<file path="src/sv/spcr_pkg.sv">
// Shared types, constants and helpers for the shape pair collide/resolve block.
`default_nettype none
package spcr_pkg;

  localparam logic [1:0] KIND_NONE   = 2'd0;
  localparam logic [1:0] KIND_BOX    = 2'd1;
  localparam logic [1:0] KIND_CIRCLE = 2'd2;
  // unassigned code, behaves as none
  localparam logic [1:0] KIND_RSVD   = 2'd3;

  // square root: one result bit per stage; divide: one quotient bit per stage
  localparam int SQ_LAT   = 17;
  localparam int DIV_LAT  = 18;
  localparam int PIPE_LAT = SQ_LAT + DIV_LAT;

  localparam logic signed [25:0] POS_MAX = 26'sd8388607;
  localparam logic signed [25:0] POS_MIN = -26'sd8388608;

  typedef struct packed {
    logic               hit;
    logic               use_div;
    logic               neg_x;
    logic               neg_y;
    logic signed [23:0] ox;
    logic signed [23:0] oy;
    logic signed [23:0] nx;
    logic signed [23:0] ny;
  } carry_t;

  function automatic logic signed [23:0] sat24(input logic signed [25:0] v);
    logic signed [23:0] r;
    if (v > POS_MAX) begin
      r = 24'sh7FFFFF;
    end else if (v < POS_MIN) begin
      r = 24'sh800000;
    end else begin
      r = v[23:0];
    end
    return r;
  endfunction

endpackage
`default_nettype wire

</file>
<file path="src/sv/spcr_sqrt.sv">
// Pipelined integer square root, one result bit per stage.
`default_nettype none
module spcr_sqrt (
  input  wire logic        clk_i,
  input  wire logic        en_i,
  input  wire logic [33:0] d_i,
  output logic [16:0]      root_o
);

  logic [33:0] d_q    [spcr_pkg::SQ_LAT];
  logic [18:0] rem_q  [spcr_pkg::SQ_LAT];
  logic [16:0] root_q [spcr_pkg::SQ_LAT];

  for (genvar i = 0; i < spcr_pkg::SQ_LAT; i++) begin : g_stage
    logic [33:0] d_in;
    logic [18:0] rem_in;
    logic [16:0] root_in;
    logic [20:0] cur, trial;
    logic [18:0] rem_d;
    logic [16:0] root_d;

    if (i == 0) begin : g_first
      assign d_in    = d_i;
      assign rem_in  = '0;
      assign root_in = '0;
    end else begin : g_next
      assign d_in    = d_q[i-1];
      assign rem_in  = rem_q[i-1];
      assign root_in = root_q[i-1];
    end

    assign cur   = {rem_in, d_in[33-2*i -: 2]};
    assign trial = {2'b0, root_in, 2'b01};

    always_comb begin
      if (cur >= trial) begin
        rem_d  = 19'(cur - trial);
        root_d = {root_in[15:0], 1'b1};
      end else begin
        rem_d  = cur[18:0];
        root_d = {root_in[15:0], 1'b0};
      end
    end

    always_ff @(posedge clk_i) begin
      if (en_i) begin
        d_q[i]    <= d_in;
        rem_q[i]  <= rem_d;
        root_q[i] <= root_d;
      end
    end
  end

  assign root_o = root_q[spcr_pkg::SQ_LAT-1];

endmodule
`default_nettype wire

</file>
<file path="config.mk">
export PLATFORM = sky130hd
export DESIGN_NAME = spcr_sqrt
export DESIGN_NICKNAME = d
export VERILOG_FILES = /design/src/sv/spcr_pkg.sv /design/src/sv/spcr_sqrt.sv
export SDC_FILE = /design/constraint.sdc
export NUM_CORES = 1
export LEC_CHECK = 0
export BUFFER_PORTS_ARGS = -buffer_cell sky130_fd_sc_hd__buf_2
export CORE_ASPECT_RATIO = 1.75
export CORE_MARGIN = 4
export CORE_UTILIZATION = 50
export CTS_CLUSTER_DIAMETER = 200
export DETAILED_ROUTE_END_ITERATION = 12
export PLACE_DENSITY = 0.73
export SYNTH_ARGS = -nofsm -noshare
export SYNTH_HDL_FRONTEND = slang
export SYNTH_SLANG_ARGS = --single-unit
</file>
<file path="constraint.sdc">
create_clock -name clk_i -period 6.4 [get_ports clk_i]
set_input_delay 0.96 -clock clk_i [delete_from_list [all_inputs] [get_ports clk_i]]
set_output_delay 0.96 -clock clk_i [all_outputs]
set_load 0.02 [all_outputs]
</file>
* Word level (Yosys, flattened, before mapping)
Memory sizes are Yosys's and may differ from the RTL's.
Index checks and enable logic that the tools add are counted.
** Operators by class
- Add/sub/neg operators :: 17
- Order comparisons :: 17
- Multiplexer cells :: 36
** Operator list (count)
- $ge 21x19->1 :: 16
- $mux 19 :: 17
- $sub 19x19->19 :: 16
- $mux 1 :: 19
- $sub 2x1->3 const B :: 1
- $ge 2x1->1 const B :: 1
** Storage, ports and cells
- Bits in registers :: 0
- RAM bits :: 1190
- Word-level logic and storage cells :: 73
- Memories :: 3
** Memory list
- d_q :: words 17, bits a word 34, rd ports 16, clocked after memory_dff 0, write ports 17, line spcr_sqrt.sv:10 : logic [33:0] d_q [spcr_pkg::SQ_LAT];
- rem_q :: words 17, bits a word 19, rd ports 16, clocked after memory_dff 0, write ports 17, line spcr_sqrt.sv:11 : logic [18:0] rem_q [spcr_pkg::SQ_LAT];
- root_q :: words 17, bits a word 17, rd ports 17, clocked after memory_dff 0, write ports 17, line spcr_sqrt.sv:12 : logic [16:0] root_q [spcr_pkg::SQ_LAT];

* Logic depth before layout (Yosys ltp)
An unclocked memory read counts as a cell.
- Depth in word-level cells :: 3
- Gate-level depth with buffers :: 11
- Depth with buffers taken out :: 10

* Worst setup path before layout
No wires, ideal clock.
- Kind :: register to register
- Start point :: memory rem_q[13][8], in the netlist rem_q[0][255]
- End point :: memory rem_q[14][7], in the netlist rem_q[0][273], data pin
- Setup time :: 0.260 ns
- Data arrival time :: 2.306 ns
- Required time :: 6.140 ns
- Slack :: 3.835 ns
- Stages on the path, launching flop included :: 10
- Buffers on the path :: 2
- Clock period less this slack :: 2.565 ns
- Cell sequence :: edfxtp_1 ha_1 clkbuf_1 a2111o_1 a31oi_1 nor4_1 a31oi_1 nand2_1 clkbuf_1 mux2_2
** RTL lines (line)
- start, declared :: spcr_sqrt.sv:11

==> flow_summary.yaml <==
pwr:
  p_comb_frac: 0.153
  cellLeakagePower_nw: 13.7
  p_sw_mw: 2.94
  p_seq_frac: 0.524
  p_int_mw: 8.53
  power_density_mw_per_mm2: 319
  ir_worst_vdd_mv: 0.263
  pwr-share-clk: 0.323
  swShare: 0.256
route:
  drt_iter0_drc: 1176
  via_per_inst: 5.70
  dr.pass1.iters: 6
  vias: 19600
  antenna_left: 0
  wire_per_inst_um: 18.5
  drc_errors: 0
  routed_wl_mm: 63.3
yosys:
  synthFlopType: "edfxtp_1"
  ys_types: 74
  synth_nets: 2686
  synth_area_mm2: 0.0327
  seq_area_frac_synth: 0.649
  synth_seq_cells: 707
  async_flop_share: 0
  yosysWarnings: 0
  syn_avg_cell_area_um2: 13.2
  synthCells: 2479
  synth_edf_count: 707
global_routing:
  first_global_vias: 20600
  grt_overflow: 0
  grt_pass1_wl_mm: 99.5
  antenna_found_initial: 0
  grt_max_degree: 162
  track_usage: 0.176
cells_and_area:
  area_growth_pct: 9.94
  finalInstanceArea_mm2: 0.0359
  drive_gt1_frac: 0.0806
  final_nets: 2775
  final_util: 0.558
  final_cell_mix: "707 x edfxtp_1, 213 x inv_1, 171 x ha_1"
  final_common_cell: "edfxtp_1"
outcome:
  outcome: "complete, no violations"
setup_path:
  r2r-start: "rem_q[0][247]"
  cp-startpoint: "rem_q[0][247]"
  cp-endpoint: "rem_q[0][273]"
  r2r_cells: 7
  crit_arrival_ps: 3950
  r2r_setup_slack_ps: 2840
  critPathMaxFanout: 29
  criticalPathCategory: "flop to flop"
  cp.required_ps: 6790
  r2r-end: "rem_q[0][273]"
  worst_setup_path_end_kind: "flop"
  worstSetupStartpointType: "flop"
clock_tree:
  cts_buffer_depth: 3
  cts_inserted_buffers: 61
  clock_sinks: 707
  clk_pin_slew_ps: 70
  clock_latency_ps: 640
  post_cts_buffers: 0
  cts_max_level: 2
  cts_hold_buf: 0
  cts_tree: "done"
  cts-root-buf: "clkbuf_16"
  cts.repair.resized: 0
flow_run:
  cap_violations: 0
min_path:
  hold_class: "flop to flop"
timing:
  slew_violations: 0
  finalSetupViolations: 0
  whs_ps: 402
  max_slew.worst_pin.slew_ps: 1090
  finalSetupTns_ps: 0
  rsz0062_at_grt: "no"
  hold_viol: 0
  finClkSkew_ps: 46.4
  timing.fmax_ghz: 0.281
  period_share: 0.556
  finalCriticalPeriod_ps: 3560
  relSlewSlack: 0.252
  finalWorstSetupSlack_ps: 2840
floorplanning:
  initial_utilization: 0.507
  num_rows: 123
  io_pins: 53
  dieWidth_um: 201
  fp.dieArea_mm2: 0.0697
  core_mm2: 0.0645
  fp.dieH_um: 346
place:
  place.port_buffers: 52
  dp_slack_ps: 2920
  gp_congestion: 0.918
  dpl_cell_area_mm2: 0.0339
  dpl.hpwl_mm: 45.1
logic make-up after synthesis:
family | after synthesis | share of synthesized area
simple gates | 636 | 0.0986
fa+ha+maj | 171 | 0.0654
mux | 33 | 0.0111
xor+xnor | 205 | 0.0549
buf+inv | 252 | 0.0302
compound gates | 474 | 0.0903
flops | 707 | 0.649
other cells | 1 | 0.000115
worst max-delay path, stage by stage (launching register included):
cell and delay [ps]:
edfxtp_1 400, ha_1 360, o21a_1 130, nor4_1 360, o21ai_0 400, a31oi_1 430, nand2_1 710, mux2_2 520
cell type report:
type,instances,area (um2)
fillers,4996,28500
flip-flops and latches,707,21200
multi-input cells,1520,10500
clock buffers,71,1560
well taps,812,1020
inverters,214,803
clock inverters,43,442
repair buffers,64,398
diodes,1,2.50
sequential cells by signal (all words and copies together), names as in the netlist:
name    flops
root_q    153
rem_q     282
d_q       272
per-stage QoR:
stage | instances | total power, mW
after detailed placement | 3317 | 7.83
after global routing | 3431 | 12.0
after floorplan | 2479 | 7.26
final | 3432 | 11.5
after global placement | 3317 | 7.72
after CTS | 3431 | 11.5
power groups by stage:
stage | registers, mW | clock network (mW) | logic, mW
detailed placement | 6.11 | 0 | 1.72
CTS | 6.01 | 3.80 | 1.73
global route | 6.05 | 3.97 | 1.94
global placement | 6.08 | 0 | 1.64
finish | 6.02 | 3.71 | 1.75
floorplan | 5.99 | 0 | 1.27
synthesized netlist by cell type, types with 13 or more instances:
cell type  instances  area, um2
edfxtp_1         707      21200
inv_1            213        800
ha_1             171       2140
nor2_1           168        631
a21oi_1          147        736
nand2_1          143        537
o21ai_0          114        571
xnor2_1          108        946
xor2_1            97        850
nor3_1            62        310
a21o_1            45        338
o21a_1            44        330
nor4_1            42        263
nand3_1           35        175
or3_1             31        194
mux2_2            25        282
nand2b_1          25        156
nor2b_1           25        156
nand4_1           22        138
clkbuf_1          21       78.8
o31ai_1           18        135
o211ai_1          14        105
or4_1             13       97.6
how the worst min path moves through the flow:
| stage | cells after the start | to | slack, ps | from |
|---|---|---|---|---|
| after global routing | 0 | d_q[0][190] | 410 | d_q[0][156] |
| after detailed placement | 0 | d_q[0][104] | 400 | d_q[0][70] |
| after floorplan | 0 | d_q[0][102] | 400 | d_q[0][68] |
| after global placement | 0 | d_q[0][413] | 400 | d_q[0][379] |
| after CTS | 0 | d_q[0][190] | 400 | d_q[0][156] |
| final | 0 | d_q[0][351] | 400 | d_q[0][317] |
layer usage:
metal	GRT usage	routed length, um	vias to the layer above
met5	0	0	-
met4	0.114	4430	0
met3	0.0249	1920	223
met2	0.378	38100	481
met1	0.138	18900	9508
li1	-	-	9351
Note: power is estimated with default switching activity, not from simulation.
