## src/sv/spcr_pkg.sv

```systemverilog
// Shared types, constants and helpers for the shape pair collide/resolve block.
`default_nettype none
package spcr_pkg;

  localparam logic [1:0] KIND_NONE   = 2'd0;
  localparam logic [1:0] KIND_BOX    = 2'd1;
  localparam logic [1:0] KIND_CIRCLE = 2'd2;
  // unassigned code, behaves as none
  localparam logic [1:0] KIND_RSVD   = 2'd3;

  // square root: one result bit per stage; divide: one quotient bit per stage
  localparam int SQ_LAT   = 17;
  localparam int DIV_LAT  = 18;
  localparam int PIPE_LAT = SQ_LAT + DIV_LAT;

  localparam logic signed [25:0] POS_MAX = 26'sd8388607;
  localparam logic signed [25:0] POS_MIN = -26'sd8388608;

  typedef struct packed {
    logic               hit;
    logic               use_div;
    logic               neg_x;
    logic               neg_y;
    logic signed [23:0] ox;
    logic signed [23:0] oy;
    logic signed [23:0] nx;
    logic signed [23:0] ny;
  } carry_t;

  function automatic logic signed [23:0] sat24(input logic signed [25:0] v);
    logic signed [23:0] r;
    if (v > POS_MAX) begin
      r = 24'sh7FFFFF;
    end else if (v < POS_MIN) begin
      r = 24'sh800000;
    end else begin
      r = v[23:0];
    end
    return r;
  endfunction

endpackage
`default_nettype wire

```

## src/sv/spcr_div.sv

```systemverilog
// Pipelined restoring divider, one quotient bit per stage (quotient below 2^18).
`default_nettype none
module spcr_div (
  input  wire logic        clk_i,
  input  wire logic        en_i,
  input  wire logic [35:0] n_i,
  input  wire logic [17:0] d_i,
  output logic [17:0]      q_o
);

  logic [35:0] n_q   [spcr_pkg::DIV_LAT];
  logic [17:0] d_q   [spcr_pkg::DIV_LAT];
  logic [17:0] rem_q [spcr_pkg::DIV_LAT];
  logic [17:0] q_q   [spcr_pkg::DIV_LAT];

  for (genvar j = 0; j < spcr_pkg::DIV_LAT; j++) begin : g_stage
    logic [35:0] n_in;
    logic [17:0] d_in, rem_in, q_in, rem_d, q_d;
    logic [18:0] cur;

    if (j == 0) begin : g_first
      // upper half seeds the remainder; it is below the divisor
      assign n_in   = n_i;
      assign d_in   = d_i;
      assign rem_in = n_i[35:18];
      assign q_in   = '0;
    end else begin : g_next
      assign n_in   = n_q[j-1];
      assign d_in   = d_q[j-1];
      assign rem_in = rem_q[j-1];
      assign q_in   = q_q[j-1];
    end

    assign cur = {rem_in, n_in[17-j]};

    always_comb begin
      if (cur >= {1'b0, d_in}) begin
        rem_d = 18'(cur - {1'b0, d_in});
        q_d   = {q_in[16:0], 1'b1};
      end else begin
        rem_d = cur[17:0];
        q_d   = {q_in[16:0], 1'b0};
      end
    end

    always_ff @(posedge clk_i) begin
      if (en_i) begin
        n_q[j]   <= n_in;
        d_q[j]   <= d_in;
        rem_q[j] <= rem_d;
        q_q[j]   <= q_d;
      end
    end
  end

  assign q_o = q_q[spcr_pkg::DIV_LAT-1];

endmodule
`default_nettype wire

```

## config.mk

```make
export PLATFORM = sky130hd
export DESIGN_NAME = spcr_div
export DESIGN_NICKNAME = d
export VERILOG_FILES = /design/src/sv/spcr_pkg.sv /design/src/sv/spcr_div.sv
export SDC_FILE = /design/constraint.sdc
export NUM_CORES = 1
export LEC_CHECK = 0
export ABC_CLOCK_PERIOD_IN_PS = 3500
export BUFFER_PORTS_ARGS = -buffer_cell sky130_fd_sc_hd__buf_2
export CORE_MARGIN = 3
export CORE_UTILIZATION = 25
export CTS_CLUSTER_SIZE = 12
export DETAILED_ROUTE_END_ITERATION = 10
export GPL_ROUTABILITY_DRIVEN = 0
export RECOVER_POWER = 100
export SLEW_MARGIN = 20
export SYNTH_ARGS = -nofsm -noshare
export SYNTH_HDL_FRONTEND = slang
export SYNTH_SLANG_ARGS = --single-unit
```

## constraint.sdc

```tcl
create_clock -name clk_i -period 3.5 [get_ports clk_i]
set_input_delay 0.7 -clock clk_i [delete_from_list [all_inputs] [get_ports clk_i]]
set_output_delay 0.7 -clock clk_i [all_outputs]
set_load 0.005 [all_outputs]
```

* Word-level counts from Yosys, hierarchy flattened
Memory sizes are Yosys's and may differ from the RTL's. Index checks and enable logic that the tools add are counted.
Operators by class: add/subtract/negate cells 18, order comparisons 18, muxes and demuxes 38
Operator list (count):
- 19-bit by 18-bit greater-or-equal comparator with 1-bit output | 18
- 18-bit 2-to-1 mux | 18
- 18-bit subtractor | 18
- 1-bit 2-to-1 mux | 20
Storage, ports and cells: register bits after elaboration 0, RAM bits 1620, output and inout port bits 18, logic and storage cells 78, memories 4
Memories:
- n_q | depth 18, width 36, rd ports 17, clocked after memory_dff 0, write ports 18, RTL line spcr_div.sv:11 | logic [35:0] n_q [spcr_pkg::DIV_LAT];
- d_q | depth 18, width 18, rd ports 17, clocked after memory_dff 0, write ports 18, RTL line spcr_div.sv:12 | logic [17:0] d_q [spcr_pkg::DIV_LAT];
- q_q | depth 18, width 18, rd ports 18, clocked after memory_dff 0, write ports 18, RTL line spcr_div.sv:14 | logic [17:0] q_q [spcr_pkg::DIV_LAT];
- rem_q | depth 18, width 18, rd ports 17, clocked after memory_dff 0, write ports 18, RTL line spcr_div.sv:13 | logic [17:0] rem_q [spcr_pkg::DIV_LAT];

* Logic depth before layout (Yosys ltp)
Gate-level depths: netlist of the first run. An unclocked memory read counts as a cell.
depth after elaboration 3, mapped depth 13

* Worst setup path before layout of the first run
No wires, ideal clock.
path kind input port to flip-flop, start in n_i[17], end mem rem_q[0][14], data pin, setup time 0.260 ns, data arrival time 2.925 ns, required time 3.240 ns, slack 0.315 ns, stages 12, path buffers 0, path through inv_1 ha_1 inv_1 fa_1 a21o_1 a221oi_1 a21oi_1 a41oi_1 o21ai_0 a21oi_1 xnor2_1 mux2_2
RTL lines:
- start: declaration | RTL line spcr_div.sv:6 | input wire logic [35:0] n_i,
- end: declaration | RTL line spcr_div.sv:13

==> results of run 1 <==
cell families (layout without fill, tap and decap cells):
family | Yosys count | after routing
buf+inv | 472 | 732
xor+xnor | 224 | 224
fa+ha+maj | 341 | 341
mux | 150 | 150
flops | 936 | 936
compound gates | 924 | 924
simple gates | 772 | 772
metrics by stage:
step | util (%) | worst slack [ns] | hold slack, ns | setup TNS [ns]
2_1_floorplan | - | 0.315 | 0.400 | 0
3_3_place_gp | 27.3 | -0.127 | 0.400 | -0.270
3_5_place_dp | 27.3 | -0.0549 | 0.405 | -0.104
4_1_cts | 29.0 | 0.146 | 0.0581 | 0
5_1_grt | 28.9 | 0.0133 | 0.0770 | 0
6_report | 28.9 | 0.115 | 0.163 | 0
power breakdown:
part	switching (W)	internal (W)	leakage (nW)
Combinational	0.0101	0.00824	9.92
Sequential	0.00118	0.0160	9.13
Clock	0.00443	0.00586	1.59
synth_stat cells (6+ instances only):
cell and count:
sky130_fd_sc_hd__nand3_1 41, sky130_fd_sc_hd__o21ai_0 227, sky130_fd_sc_hd__nor4b_1 7, sky130_fd_sc_hd__and3_1 13, sky130_fd_sc_hd__a221oi_1 6, sky130_fd_sc_hd__a211o_1 11, sky130_fd_sc_hd__nand2b_1 32, sky130_fd_sc_hd__edfxtp_1 936
sky130_fd_sc_hd__a21o_1 78, sky130_fd_sc_hd__nand4_1 39, sky130_fd_sc_hd__mux2i_1 7, sky130_fd_sc_hd__ha_1 324, sky130_fd_sc_hd__nor2_1 278, sky130_fd_sc_hd__a211oi_1 25, sky130_fd_sc_hd__o31ai_1 26, sky130_fd_sc_hd__mux2_2 139
sky130_fd_sc_hd__xnor2_1 135, sky130_fd_sc_hd__nor4_1 7, sky130_fd_sc_hd__xor2_1 89, sky130_fd_sc_hd__and2_1 11, sky130_fd_sc_hd__nor2b_1 46, sky130_fd_sc_hd__o21bai_1 19, sky130_fd_sc_hd__nor3_1 34, sky130_fd_sc_hd__a31oi_1 32
sky130_fd_sc_hd__o31a_1 15, sky130_fd_sc_hd__a21oi_1 297, sky130_fd_sc_hd__nand2_1 211, sky130_fd_sc_hd__nand4b_1 6, sky130_fd_sc_hd__buf_2 15, sky130_fd_sc_hd__or2_2 11, sky130_fd_sc_hd__o211ai_1 12, sky130_fd_sc_hd__or3_1 12
sky130_fd_sc_hd__o22ai_1 14, sky130_fd_sc_hd__clkbuf_1 56, sky130_fd_sc_hd__a21boi_0 12, sky130_fd_sc_hd__a2111oi_0 7, sky130_fd_sc_hd__fa_1 17, sky130_fd_sc_hd__a41oi_1 6, sky130_fd_sc_hd__o21a_1 65, sky130_fd_sc_hd__inv_1 396
critical path: cells and delay by family (launching register included):
family,cells,cell delay (ns)
AOI/OAI and AO/OA,6,1.29
adders and majority gates,1,0.38
buffers and inverters,2,0.65
DFF,1,0.40
muxes,1,0.39
final cells by class:
type | count | area (um2) | area share (%)
sequential | 936 | 28100 | 51.8
multi-input combinational | 2411 | 17500 | 32.2
tap | 2495 | 3120 | 5.75
clock buffer | 125 | 2720 | 5.02
inverter | 397 | 1490 | 2.75
timing repair buffer | 144 | 803 | 1.48
clock inverter | 66 | 542 | 0.999
layer usage:
metal / global-route usage [%] / part of all wire (%) / vias up
met2: 16.0 / 51 / 565
met5: 0 / 0 / -
li1: - / - / 14400
met3: 1.82 / 3.8 / 263
met1: 9.01 / 40 / 13500
met4: 4.52 / 4.9 / 0
state kept, by name (all words and copies together) (netlist names):
signal and count:
q_q 171, n_q 153, rem_q 306, d_q 306
worst max path at each step:
stage | slack, ns | endpoint | startpoint | depth (start not counted)
after floorplan | 0.32 | rem_q[0][14] | n_i[17] | 12
after global placement | -0.13 | rem_q[0][14] | n_i[17] | 14
after detailed placement | -0.05 | rem_q[0][14] | n_i[17] | 14
after CTS | 0.15 | rem_q[10][17] | rem_q[9][0] | 8
after global routing | 0.01 | rem_q[4][8] | rem_q[3][0] | 10
final | 0.12 | rem_q[14][6] | rem_q[13][1] | 10
what timing repair did:
| item | in CTS | in global routing |
|---|---|---|
| endpoints found under the setup margin | 0 | 7 |
| endpoints found under the hold margin | 0 | 0 |
| resized for setup | 0 | 3 |
==> impl_summary.md, run 1 <==
Logic synthesis
In this run the cell area of the synthesized design comes to 47400 um2. During synthesis, Yosys emitted a total of 0 warnings. Measured against the total synthesized area, the mux share comes to 3.55%. The total of flip-flops plus latches after synthesis is 936. The proportion of synthesized chip area in sequential cells is between 50% and 60%. The synthesized netlist devotes under 10% of its cell area to simple gates. The count of cell types in the netlist is 90. In the post-synthesis netlist, the biggest area contributors are sky130_fd_sc_hd__edfxtp_1 59%, sky130_fd_sc_hd__ha_1 8.6%, sky130_fd_sc_hd__mux2_2 3.3%, sky130_fd_sc_hd__a21oi_1 3.1%, sky130_fd_sc_hd__inv_1 3.1%. The synthesized design spends more area on one cell type than any other, namely sky130_fd_sc_hd__edfxtp_1.

Synthesis produced a netlist with a net count of between 4000 and 5000. After synthesis, the largest family of logic cells by area is compound AO/OA/AOI/OAI gates. After synthesis, the mean cell area works out to approximately 12 um2.

In the synthesized netlist the async set-or-reset flop fraction comes to 0%. The fraction of the mapped netlist area in compound gates is 12.3%. The synthesized design contains between 900 and 1000 enable-type register cells. The most used flip-flop cell after synthesis is sky130_fd_sc_hd__edfxtp_1. The synthesized design devotes to its leading area cell type around 59% of total area.

Synthesis produced a netlist whose cell count is ~3800. The xor and xnor area share after synthesis is 4.14%. The adder-cell area share of the yosys netlist is 9.28%.

Timing
The headroom to the max-slew limit is -39.7%. The transition at the pin with the smallest max-transition slack is about 2.1 ns. The share of the cycle needed by the critical path after routing is 96.7%. The count of pins over their slew limit is roughly 570. Setup repair after global routing left no endpoint under its margin. The clock period minus final worst setup slack is 3.38 ns. On the final layout, the worst clock skew is around 0.051 ns.

The number of hold-slack violations in the final timing report is 0. The number of setup violations in the final report is 0. Timing would allow up to between 200 and 300 MHz.

Critical path
The worst-path cell with the longest stage delay is sky130_fd_sc_hd__edfxtp_1. The largest single stage delay on the critical path is about 0.40 ns. The source of the worst register-to-register timing path is rem_q[13][1]. The reg2reg setup slack is ~0.12 ns.

The startpoint kind of the worst setup timing path is a flip-flop. The worst-path maximum fanout is 25. At the worst endpoint, the arrival time is just under 4 ns.

The start-to-end type of the worst setup path is flip-flop to flip-flop. The worst reg2reg path endpoint is rem_q[14][6]. The required time reported for the critical path endpoint is 3.97 ns. Traced cell by cell, the critical path runs through ha_1, o21ai_0, a21oi_1, o21ai_0, a21oi_1, a221oi_1, clkbuf_1, o21ai_2, clkbuf_2, mux2_2. The number of cells on the worst reg-to-reg path is 10. The kind of end point of the critical path is a flip-flop.

Layout
The proportion of layout cells with a drive suffix above 1 is about a tenth. The antenna cell count is 0. The synthesis-to-layout area growth is 14.5%. For this run, the post-layout net count is 4392.

The layout filler cell count is approximately 19000. Excluding fillers, the count of instances in the completed layout stands at 6574. The final standard cell area without fillers is ~54000 um2. The top cell types in the final layout, fill and taps aside, are 936 x sky130_fd_sc_hd__edfxtp_1, 396 x sky130_fd_sc_hd__inv_1, 324 x sky130_fd_sc_hd__ha_1, 298 x sky130_fd_sc_hd__a21oi_1, 278 x sky130_fd_sc_hd__nor2_1. The most common cell after layout, fill and taps aside is sky130_fd_sc_hd__edfxtp_1.

Clock network
The clock reaches the later pin of the worst-skew pair after 0.72 ns. The number of buffers on the longest clock path is 3. The number of sinks on the clock net is approximately 940. The number of buffers inserted during clock tree synthesis is around 110. The post-CTS setup buffer count is 0. The number of H-tree levels is 3. The library cell used as clock root buffer is sky130_fd_sc_hd__clkbuf_16. The clock tree from TritonCTS is done. The clock-pin slew reported for the worst setup and hold paths after clock tree synthesis is roughly 0.06 ns. The number of hold-repair buffers added at the cts stage is 0.

Hold path
The worst hold path terminates at n_q[0][3]. The path type of the worst min-delay path is input pin to flip-flop. The worst min-delay path startpoint is n_i[3]. Along the worst hold path, the cell count comes to 1.

Route
The per-cell routed wire length is between 10 and 15 um. In the routed layout, each cell is associated on average with a via count of between 4 and 5. The routed layout has about 29000 vias. The final layout contains routed wiring with a total length of between 80000 and 90000 um.

The number of nets with antenna violations after routing is 0. The number of detailed-routing iterations run before antenna repair is 5. The first routing iteration left 1380 violations. In the routed design, unresolved DRC markers number 0.

Status
The final reports fail on max-capacitance violations, max-slew violations. The run finished, with violations left.

Floorplan
In this run the standard cell core region covers ~190000 um2. From bottom edge to top edge, the die measures about 440 um. The total I/O pin count is 74. The row count is 159. The die area is 195000 um2. The initial core utilization is approximately 25%.

The floorplan die width is around 440 um.

Global routing
Entering global routing, the biggest net connects around 140 pins. The first-pass GRT wire length is roughly 140000 um. In the global route stage, overall resource usage came out at under 10%.

The number of global-route vias before repair is around 30000. The number of antenna violations at the first check in global routing is 1. The aggregate global routing overflow is 0.

Placement
The placed cell area is a little over 50000 um2. Detailed placement ended at an HPWL of 60900 um. The count of buffers from port buffering is 73.

After detailed placement, the design holds a cell count of 6383.

Pwr
IR analysis of the VDD net gives a maximum drop of roughly 0.4 mV. Total power for the finished layout comes to between 0.04 and 0.05 W. Summed over all cells, the static leakage comes to around 21 nW. The power density of the placed cells is 844 nW/um2.

Run
The tool flagged a number of max-cap violations equal to 6.
No activity file was read; power rests on OpenSTA's default activity.
==> run 2, diff against run 1 <==
--- a/config.mk
+++ b/config.mk
@@ -6,7 +6,7 @@
 export NUM_CORES = 1
 export LEC_CHECK = 0
 export ABC_CLOCK_PERIOD_IN_PS = 3500
-export BUFFER_PORTS_ARGS = -buffer_cell sky130_fd_sc_hd__buf_2
+export BUFFER_PORTS_ARGS = -buffer_cell sky130_fd_sc_hd__clkbuf_2
 export CORE_MARGIN = 3
 export CORE_UTILIZATION = 25
 export CTS_CLUSTER_SIZE = 12
==> run 2 against run 1 <==
Critical path depth unchanged; the run still ends with max-capacitance violations, max-slew violations left; critical path type unchanged; via count about the same; clock-buffer cell count decreased by 3.
==> impl_summary.md, run 2 (synthesized netlist as in run 1, its figures left out) <==
Status
Run status: finished, violations left (unchanged). Violated checks: max-capacitance violations, max-slew violations (unchanged).

Placement
The count of buffers from port buffering is 73 (unchanged). The HPWL reported at the end of detailed placement is 61800 um (was 60900 um).

Clock network
The clock-pin slew reported for the worst setup and hold paths after clock tree synthesis is 0.06 ns (about the same). The clock tree from TritonCTS was done (unchanged). The clock insertion delay at the later pin of the skew report is 0.73 ns (was 0.72 ns). The number of buffers on the longest clock path is 3 (unchanged). The number of H-tree levels is 3 (unchanged). The number of buffers inserted during clock tree synthesis came to 105 (unchanged). The number of instances resized during post-cts repair is 0 (unchanged). The library cell used as clock root buffer is sky130_fd_sc_hd__clkbuf_16 (unchanged). The number of sinks on the clock net is 936 (unchanged).

Layout
The proportion of layout cells with a drive suffix above 1 is 10.3% (about the same). The layout filler cell count came to 19000 (was 18900). The antenna cell count was 0 (unchanged). The final-stage net count was 4412 (was 4392). Leading cell types in the layout, fill and taps excluded: 936 x sky130_fd_sc_hd__edfxtp_1, 397 x sky130_fd_sc_hd__inv_1, 324 x sky130_fd_sc_hd__ha_1, 297 x sky130_fd_sc_hd__a21oi_1, 278 x sky130_fd_sc_hd__nor2_1 (was 936 x sky130_fd_sc_hd__edfxtp_1, 396 x sky130_fd_sc_hd__inv_1, 324 x sky130_fd_sc_hd__ha_1, 298 x sky130_fd_sc_hd__a21oi_1, 278 x sky130_fd_sc_hd__nor2_1).

The most common cell after layout, fill and taps aside is sky130_fd_sc_hd__edfxtp_1 (unchanged). The synthesis-to-layout area growth came to 14.9% (was 14.5%). Registers with the highest flip-flop counts: d_q (306), rem_q (306), q_q (171) (unchanged).

Route
The number of detailed-routing iterations run before antenna repair came to 5 (unchanged). The DRC marker count from the first detailed-route iteration is 1293 (was 1380). The via count normalized by instance count is 4.36 (was 4.37). The number of nets with antenna violations after routing was 0 (unchanged).

The number of remaining DRC errors is 0 (unchanged). The per-cell routed wire length is 12.8 um (was 12.9 um). The via count came to 28700 (was 28800). The routed wire length is 84500 um (was 84900 um).

Global routing
The global router's overall resource usage is 8.58% (was 8.59%). The first-pass GRT wire length was 139000 um (about the same). The number of global-route vias before repair is 29100 (was 29200). The number of antenna violations at the first check in global routing was 0 (was 1). The aggregate global routing overflow is 0 (unchanged).

The pin count of the biggest net entering global routing is 85 (was 138).

Hold path
The count of cells along the worst hold path is 1 (unchanged). The path type of the worst min-delay path was input pin to flip-flop (unchanged).

Timing
The final worst clock skew came to 0.0635 ns (was 0.0511 ns). The clock period minus final worst setup slack is 3.33 ns (was 3.38 ns). The fmax is 300 MHz (was 295 MHz).

The count of pins over their slew limit is 142 (was 572). The number of setup violations in the final report is 0 (unchanged). RSZ-0062 raised after global routing: no (unchanged). The number of hold-slack violations in the final timing report is 0 (unchanged).

The minimum hold slack was 0.140 ns (was 0.163 ns). The share of the cycle needed by the critical path after routing is 95.2% (was 96.7%). The headroom to the max-slew limit came to -18.4% (was -39.7%). The transition at the pin with the smallest max-transition slack is 1.78 ns (was 2.10 ns).

The setup TNS is 0 ns (unchanged).

Critical path
The kind of end point of the critical path is a flip-flop (unchanged). The source of the worst register-to-register timing path is rem_q[0][0] (was rem_q[13][1]). The required time reported for the critical path endpoint came to 3.96 ns (was 3.97 ns).

The worst reg2reg path endpoint is rem_q[1][17] (was rem_q[14][6]). The startpoint kind of the worst setup timing path is a flip-flop (unchanged). The timing startpoint of the critical path is rem_q[0][0] (was rem_q[13][1]). The last element of the critical path is rem_q[1][17] (was rem_q[14][6]). The start-to-end type of the worst setup path is flip-flop to flip-flop (unchanged). The worst-path maximum fanout is 18 (was 25). The reg2reg setup slack is 0.17 ns (was 0.12 ns). The signal arrival time at the worst endpoint is 3.79 ns (was 3.86 ns). The number of cell instances on the worst register-to-register path is 10 (unchanged).

Pwr
The leakage dissipation is 20.7 nW (was 20.6 nW). The peak ir drop on the vdd network is 0.484 mV (was 0.407 mV). The power density of the placed cells is 845 nW/um2 (was 844 nW/um2).

Run
The count of max-cap constraint violations came to 2 (was 6).

Floorplan
The placeable core region is 188000 um2 (unchanged). The initial core utilization is 25.2% (unchanged). The chip height is 441 um (unchanged). The total I/O pin count was 74 (unchanged). The row count was 159 (unchanged). The floorplan die width is 441 um (unchanged).

The die area came to 195000 um2 (unchanged).
-- run 2: stage by stage --
step                      cell area (um2)  instances  total power, W  util, %  setup WS, ns
after floorplan                     47400       3819          0.0311        -         0.315
after global placement              51500       6400          0.0353     27.4        -0.108
after detailed placement            51500       6400          0.0358     27.4       -0.0973
after CTS                           54800       6588          0.0466     29.1         0.149
after global routing                54400       6591          0.0494     28.9        0.0194
final                               54400       6591          0.0460     28.9         0.168
-- run 2: worst min-delay path by stage --
stage / startpoint / endpoint / slack, ns
floorplan: n_q[9][0] / n_q[10][0] / 0.40
global placement: q_q[15][7] / q_q[16][8] / 0.40
detailed placement: n_q[13][2] / n_q[14][2] / 0.40
CTS: n_i[2] / n_q[0][2] / 0.05
global route: n_i[1] / n_q[0][1] / 0.08
finish: n_i[2] / n_q[0][2] / 0.14
-- run 2: layer usage --
metal	wire length [um]	track usage (%)	vias up
li1	-	-	14500
met1	33900	9.14	13600
met2	44000	16.1	472
met3	3010	1.80	231
met4	3600	3.98	0
met5	0	0	-
-- run 2: final cells by class --
type	count	area [um2]	area share, %
Clock inverter	66	631	1.16
Clock buffer	122	2690	4.95
Tap cell	2495	3120	5.74
Multi-Input combinational cell	2411	17400	32.0
Sequential cell	936	28100	51.7
Inverter	397	1490	2.74
Timing Repair Buffer	164	928	1.71
-- run 2: what timing repair did --
item | CTS | global route
setup endpoints to repair | 0 | 6
setup buffers | 0 | 3
hold buffers | 0 | 0
-- run 2: worst max-delay path, cell delays in order (launching register included) --
cell and delay (ns):
sky130_fd_sc_hd__edfxtp_1 0.43, sky130_fd_sc_hd__ha_1 0.37, sky130_fd_sc_hd__nor2b_1 0.16, sky130_fd_sc_hd__o31ai_1 0.40, sky130_fd_sc_hd__a21oi_1 0.19, sky130_fd_sc_hd__nand2_1 0.11
sky130_fd_sc_hd__nand3_1 0.13, sky130_fd_sc_hd__a41oi_1 0.43, sky130_fd_sc_hd__a31oi_2 0.13, sky130_fd_sc_hd__clkbuf_2 0.35, sky130_fd_sc_hd__mux2_2 0.38
-- run 2: where the power goes --
| part | internal [W] | leakage (nW) | total (W) | switching (W) |
|---|---|---|---|---|
| Clock | 0.00597 | 1.61 | 0.0105 | 0.00449 |
| Sequential | 0.0160 | 9.13 | 0.0171 | 0.00118 |
| Combinational | 0.00831 | 9.99 | 0.0184 | 0.0100 |
| Total | 0.0303 | 20.7 | 0.0460 | 0.0157 |
==> run 3, diff against run 2 <==
--- a/config.mk
+++ b/config.mk
@@ -7,11 +7,14 @@
 export LEC_CHECK = 0
 export ABC_CLOCK_PERIOD_IN_PS = 3500
 export BUFFER_PORTS_ARGS = -buffer_cell sky130_fd_sc_hd__clkbuf_2
+export CAP_MARGIN = 20
 export CORE_MARGIN = 3
-export CORE_UTILIZATION = 25
+export CORE_UTILIZATION = 59
+export CTS_BUF_LIST = sky130_fd_sc_hd__clkbuf_4 sky130_fd_sc_hd__clkbuf_8
 export CTS_CLUSTER_SIZE = 12
 export DETAILED_ROUTE_END_ITERATION = 10
 export GPL_ROUTABILITY_DRIVEN = 0
+export PLACE_DENSITY = 0.75
 export RECOVER_POWER = 100
 export SLEW_MARGIN = 20
 export SYNTH_ARGS = -nofsm -noshare
==> run 3 against run 2 <==
The run still ends with max-capacitance violations, max-slew violations left; sequential share of layout area is 1.5 points higher; register-to-register slack hardly changed; die area shrank 57%; highest routed layer unchanged; final cell count down 20%; critical path depth grew 2; non-clock buffer count is 20 higher; clock-buffer cell count up 97; clock skew fell by 0.035 ns.
==> impl_summary.md, run 3 (synthesized netlist as in run 1, its figures left out) <==
Status
Run status: finished, violations left (unchanged). Violated checks: max-capacitance violations, max-slew violations (unchanged).

Pwr
The power density of the placed cells was 867 nW/um2 (was 845 nW/um2). The leakage dissipation is 21.0 nW (was 20.7 nW). The internal cell power came to 0.0298 W (was 0.0303 W). The share of total power in sequential cells is 37.6% (was 37.3%). The switching fraction of total power is 34.9% (was 34.2%). The power after layout is 0.0459 W (was 0.0460 W). The portion of total power attributed to the clock network is 21.5% (was 22.8%).

The peak ir drop on the vdd network came to 0.465 mV (was 0.484 mV). The power dissipated by switching net loads was 0.0160 W (was 0.0157 W). The part of the power in combinational logic is 40.9% (was 39.9%).

Critical path
The worst-path maximum fanout came to 4 (was 18). The start-to-end type of the worst setup path is flip-flop to flip-flop (unchanged). The required time reported for the critical path endpoint came to 4.05 ns (was 3.96 ns). The kind of end point of the critical path is a flip-flop (unchanged). The reg2reg setup slack is 0.16 ns (was 0.17 ns).

The signal arrival time at the worst endpoint was 3.89 ns (was 3.79 ns). The startpoint kind of the worst setup timing path is a flip-flop (unchanged).

Timing
The clock period minus final worst setup slack is 3.34 ns (was 3.33 ns). The count of pins over their slew limit is 42 (was 142). The final worst clock skew is 0.0282 ns (was 0.0635 ns). The transition at the pin with the smallest max-transition slack is 2.67 ns (was 1.78 ns). The headroom to the max-slew limit is -78.1% (was -18.4%). The share of the cycle needed by the critical path after routing is 95.3% (was 95.2%). The number of hold-slack violations in the final timing report was 0 (unchanged). RSZ-0062 raised after global routing: no (unchanged). The worst setup slack after layout is 0.163 ns (was 0.168 ns). The number of setup violations in the final report is 0 (unchanged). The fmax came to 300 MHz (about the same).

Layout
The final-stage net count is 4485 (was 4412). Leading cell types in the layout, fill and taps excluded: 936 x sky130_fd_sc_hd__edfxtp_1, 397 x sky130_fd_sc_hd__inv_1, 324 x sky130_fd_sc_hd__ha_1, 296 x sky130_fd_sc_hd__a21oi_1, 278 x sky130_fd_sc_hd__nor2_1 (was 936 x sky130_fd_sc_hd__edfxtp_1, 397 x sky130_fd_sc_hd__inv_1, 324 x sky130_fd_sc_hd__ha_1, 297 x sky130_fd_sc_hd__a21oi_1, 278 x sky130_fd_sc_hd__nor2_1). The proportion of layout cells with a drive suffix above 1 is 12.6% (was 10.3%). The most common cell after layout, fill and taps aside is sky130_fd_sc_hd__edfxtp_1 (unchanged).

Registers with the highest flip-flop counts: d_q (306), rem_q (306), q_q (171) (unchanged). The layout filler cell count is 5721 (was 19000). The synthesis-to-layout area growth is 11.7% (was 14.9%). The final standard cell area without fillers is 52900 um2 (was 54400 um2).

Placement
The placed cell area came to 49700 um2 (was 51500 um2). The post-placement setup slack is -0.131 ns (was -0.0973 ns). The HPWL reported at the end of detailed placement is 63600 um (was 61800 um).

The count of buffers from port buffering is 73 (unchanged).

Route
The via count normalized by instance count is 5.67 (was 4.36). The via count is 29900 (was 28700). The post-route met1 wirelength is 33800 um (was 33900 um).

The number of remaining DRC errors came to 0 (unchanged). The per-cell routed wire length came to 16.8 um (was 12.8 um). The detailed route wirelength on metal3 is 3510 um (was 3010 um). The routed wire length is 88500 um (was 84500 um). The amount of wire on met2 after detailed routing was 47600 um (was 44000 um). The top routing layer in use is met4 (unchanged).

The number of detailed-routing iterations run before antenna repair is 6 (was 5). The DRC marker count from the first detailed-route iteration is 1754 (was 1293). The number of nets with antenna violations after routing is 0 (unchanged).

Clock network
The clock-pin slew reported for the worst setup and hold paths after clock tree synthesis is 0.06 ns (about the same). The library cell used as clock root buffer was sky130_fd_sc_hd__clkbuf_8 (was sky130_fd_sc_hd__clkbuf_16). The number of H-tree levels is 4 (was 3). The number of buffers on the longest clock path is 3 (unchanged). The number of buffers inserted during clock tree synthesis came to 158 (was 105). The clock insertion delay at the later pin of the skew report was 0.81 ns (was 0.73 ns). The clock tree from TritonCTS is done (unchanged). The number of sinks on the clock net is 936 (unchanged).

Hold path
The path type of the worst min-delay path is input pin to flip-flop (unchanged).

Floorplan
The chip height is 289 um (was 441 um). The placeable core region is 79300 um2 (was 188000 um2). The initial core utilization is 59.8% (was 25.2%). The row count is 103 (was 159). The floorplan die width is 289 um (was 441 um).

The die area was 83700 um2 (was 195000 um2). The total I/O pin count came to 74 (unchanged).

Global routing
The number of antenna violations at the first check in global routing was 1 (was 0). The number of global-route vias before repair is 30400 (was 29100). The first-pass GRT wire length is 144000 um (was 139000 um).

The global router's overall resource usage is 21.3% (was 8.58%). The aggregate global routing overflow was 0 (unchanged). The pin count of the biggest net entering global routing is 105 (was 85).

Run
The count of max-cap constraint violations is 1 (was 2).
run 3: cell types whose count changed in the layout (fill, tap and decap cells not counted), sizes merged:
cell	change
dlygate4sd3	+28
clkbuf	+86
diode	+1
clkinv	-2
bufinv	+1
inv	+4
buf	+3
run 3: final cells by class:
| cell class | instances | area, um2 | area share [%] |
|---|---|---|---|
| clock inverter | 69 | 607 | 1.15 |
| sequential | 936 | 28100 | 53.1 |
| clock buffer | 219 | 2630 | 4.98 |
| multi-input combinational | 2411 | 17500 | 33.0 |
| antenna | 1 | 2.50 | 0.00473 |
| inverter | 397 | 1490 | 2.82 |
| tap | 1050 | 1310 | 2.48 |
| timing repair buffer | 184 | 1290 | 2.43 |
run 3: path summary, 6_finish.rpt:
kind	end	start	cells past startpoint
setup / recovery	rem_q[7][14]	n_q[6][10]	12
setup reg to reg	rem_q[7][14]	n_q[6][10]	12
hold / removal	d_q[0][3]	d_i[3]	1
hold reg to reg	q_q[13][2]	q_q[12][1]	0
run 3: critical path: stages, from the launching register on:
cell                       delay, ns
sky130_fd_sc_hd__edfxtp_1       0.40
sky130_fd_sc_hd__inv_1          0.09
sky130_fd_sc_hd__ha_1           0.16
sky130_fd_sc_hd__inv_1          0.06
sky130_fd_sc_hd__fa_1           0.40
sky130_fd_sc_hd__a21o_1         0.22
sky130_fd_sc_hd__a221oi_1       0.44
sky130_fd_sc_hd__a21oi_1        0.18
sky130_fd_sc_hd__a31oi_1        0.36
sky130_fd_sc_hd__buf_4          0.21
sky130_fd_sc_hd__nor3_1         0.05
sky130_fd_sc_hd__a211o_1        0.26
sky130_fd_sc_hd__mux2_2         0.26
run 3: power groups by stage:
stage	Clock, W	Sequential (W)	Combinational (W)
final	0.00986	0.0172	0.0187
after floorplan	0	0.0169	0.0142
after CTS	0.0102	0.0172	0.0188
after global routing	0.0107	0.0175	0.0208
after global placement	0	0.0174	0.0182
after detailed placement	0	0.0174	0.0186
run 3: metrics by stage:
stage	TNS, ns	hold slack, ns	utilization, %	cells
2_1_floorplan	0	0.400	-	3819
3_3_place_gp	-0.211	0.400	62.7	4949
3_5_place_dp	-0.253	0.405	62.7	4949
4_1_cts	0	0.000797	67.1	5265
5_1_grt	0	0.0796	66.8	5267
6_report	0	0.114	66.8	5267
run 3: what timing repair did:
action | in CTS | in global routing
hold buffers | 28 | 0
hold endpoints to repair | 28 | 0
gates resized for setup | 0 | 4
setup endpoints to repair | 0 | 1
buffers inserted | 0 | 1
run 3: routing by layer:
| metal | global-route usage (%) | vias to the layer above |
|---|---|---|
| li1 | - | 14600 |
| met1 | 22.9 | 14200 |
| met2 | 40.2 | 732 |
| met3 | 3.62 | 258 |
| met4 | 10.5 | 0 |
| met5 | 0 | - |
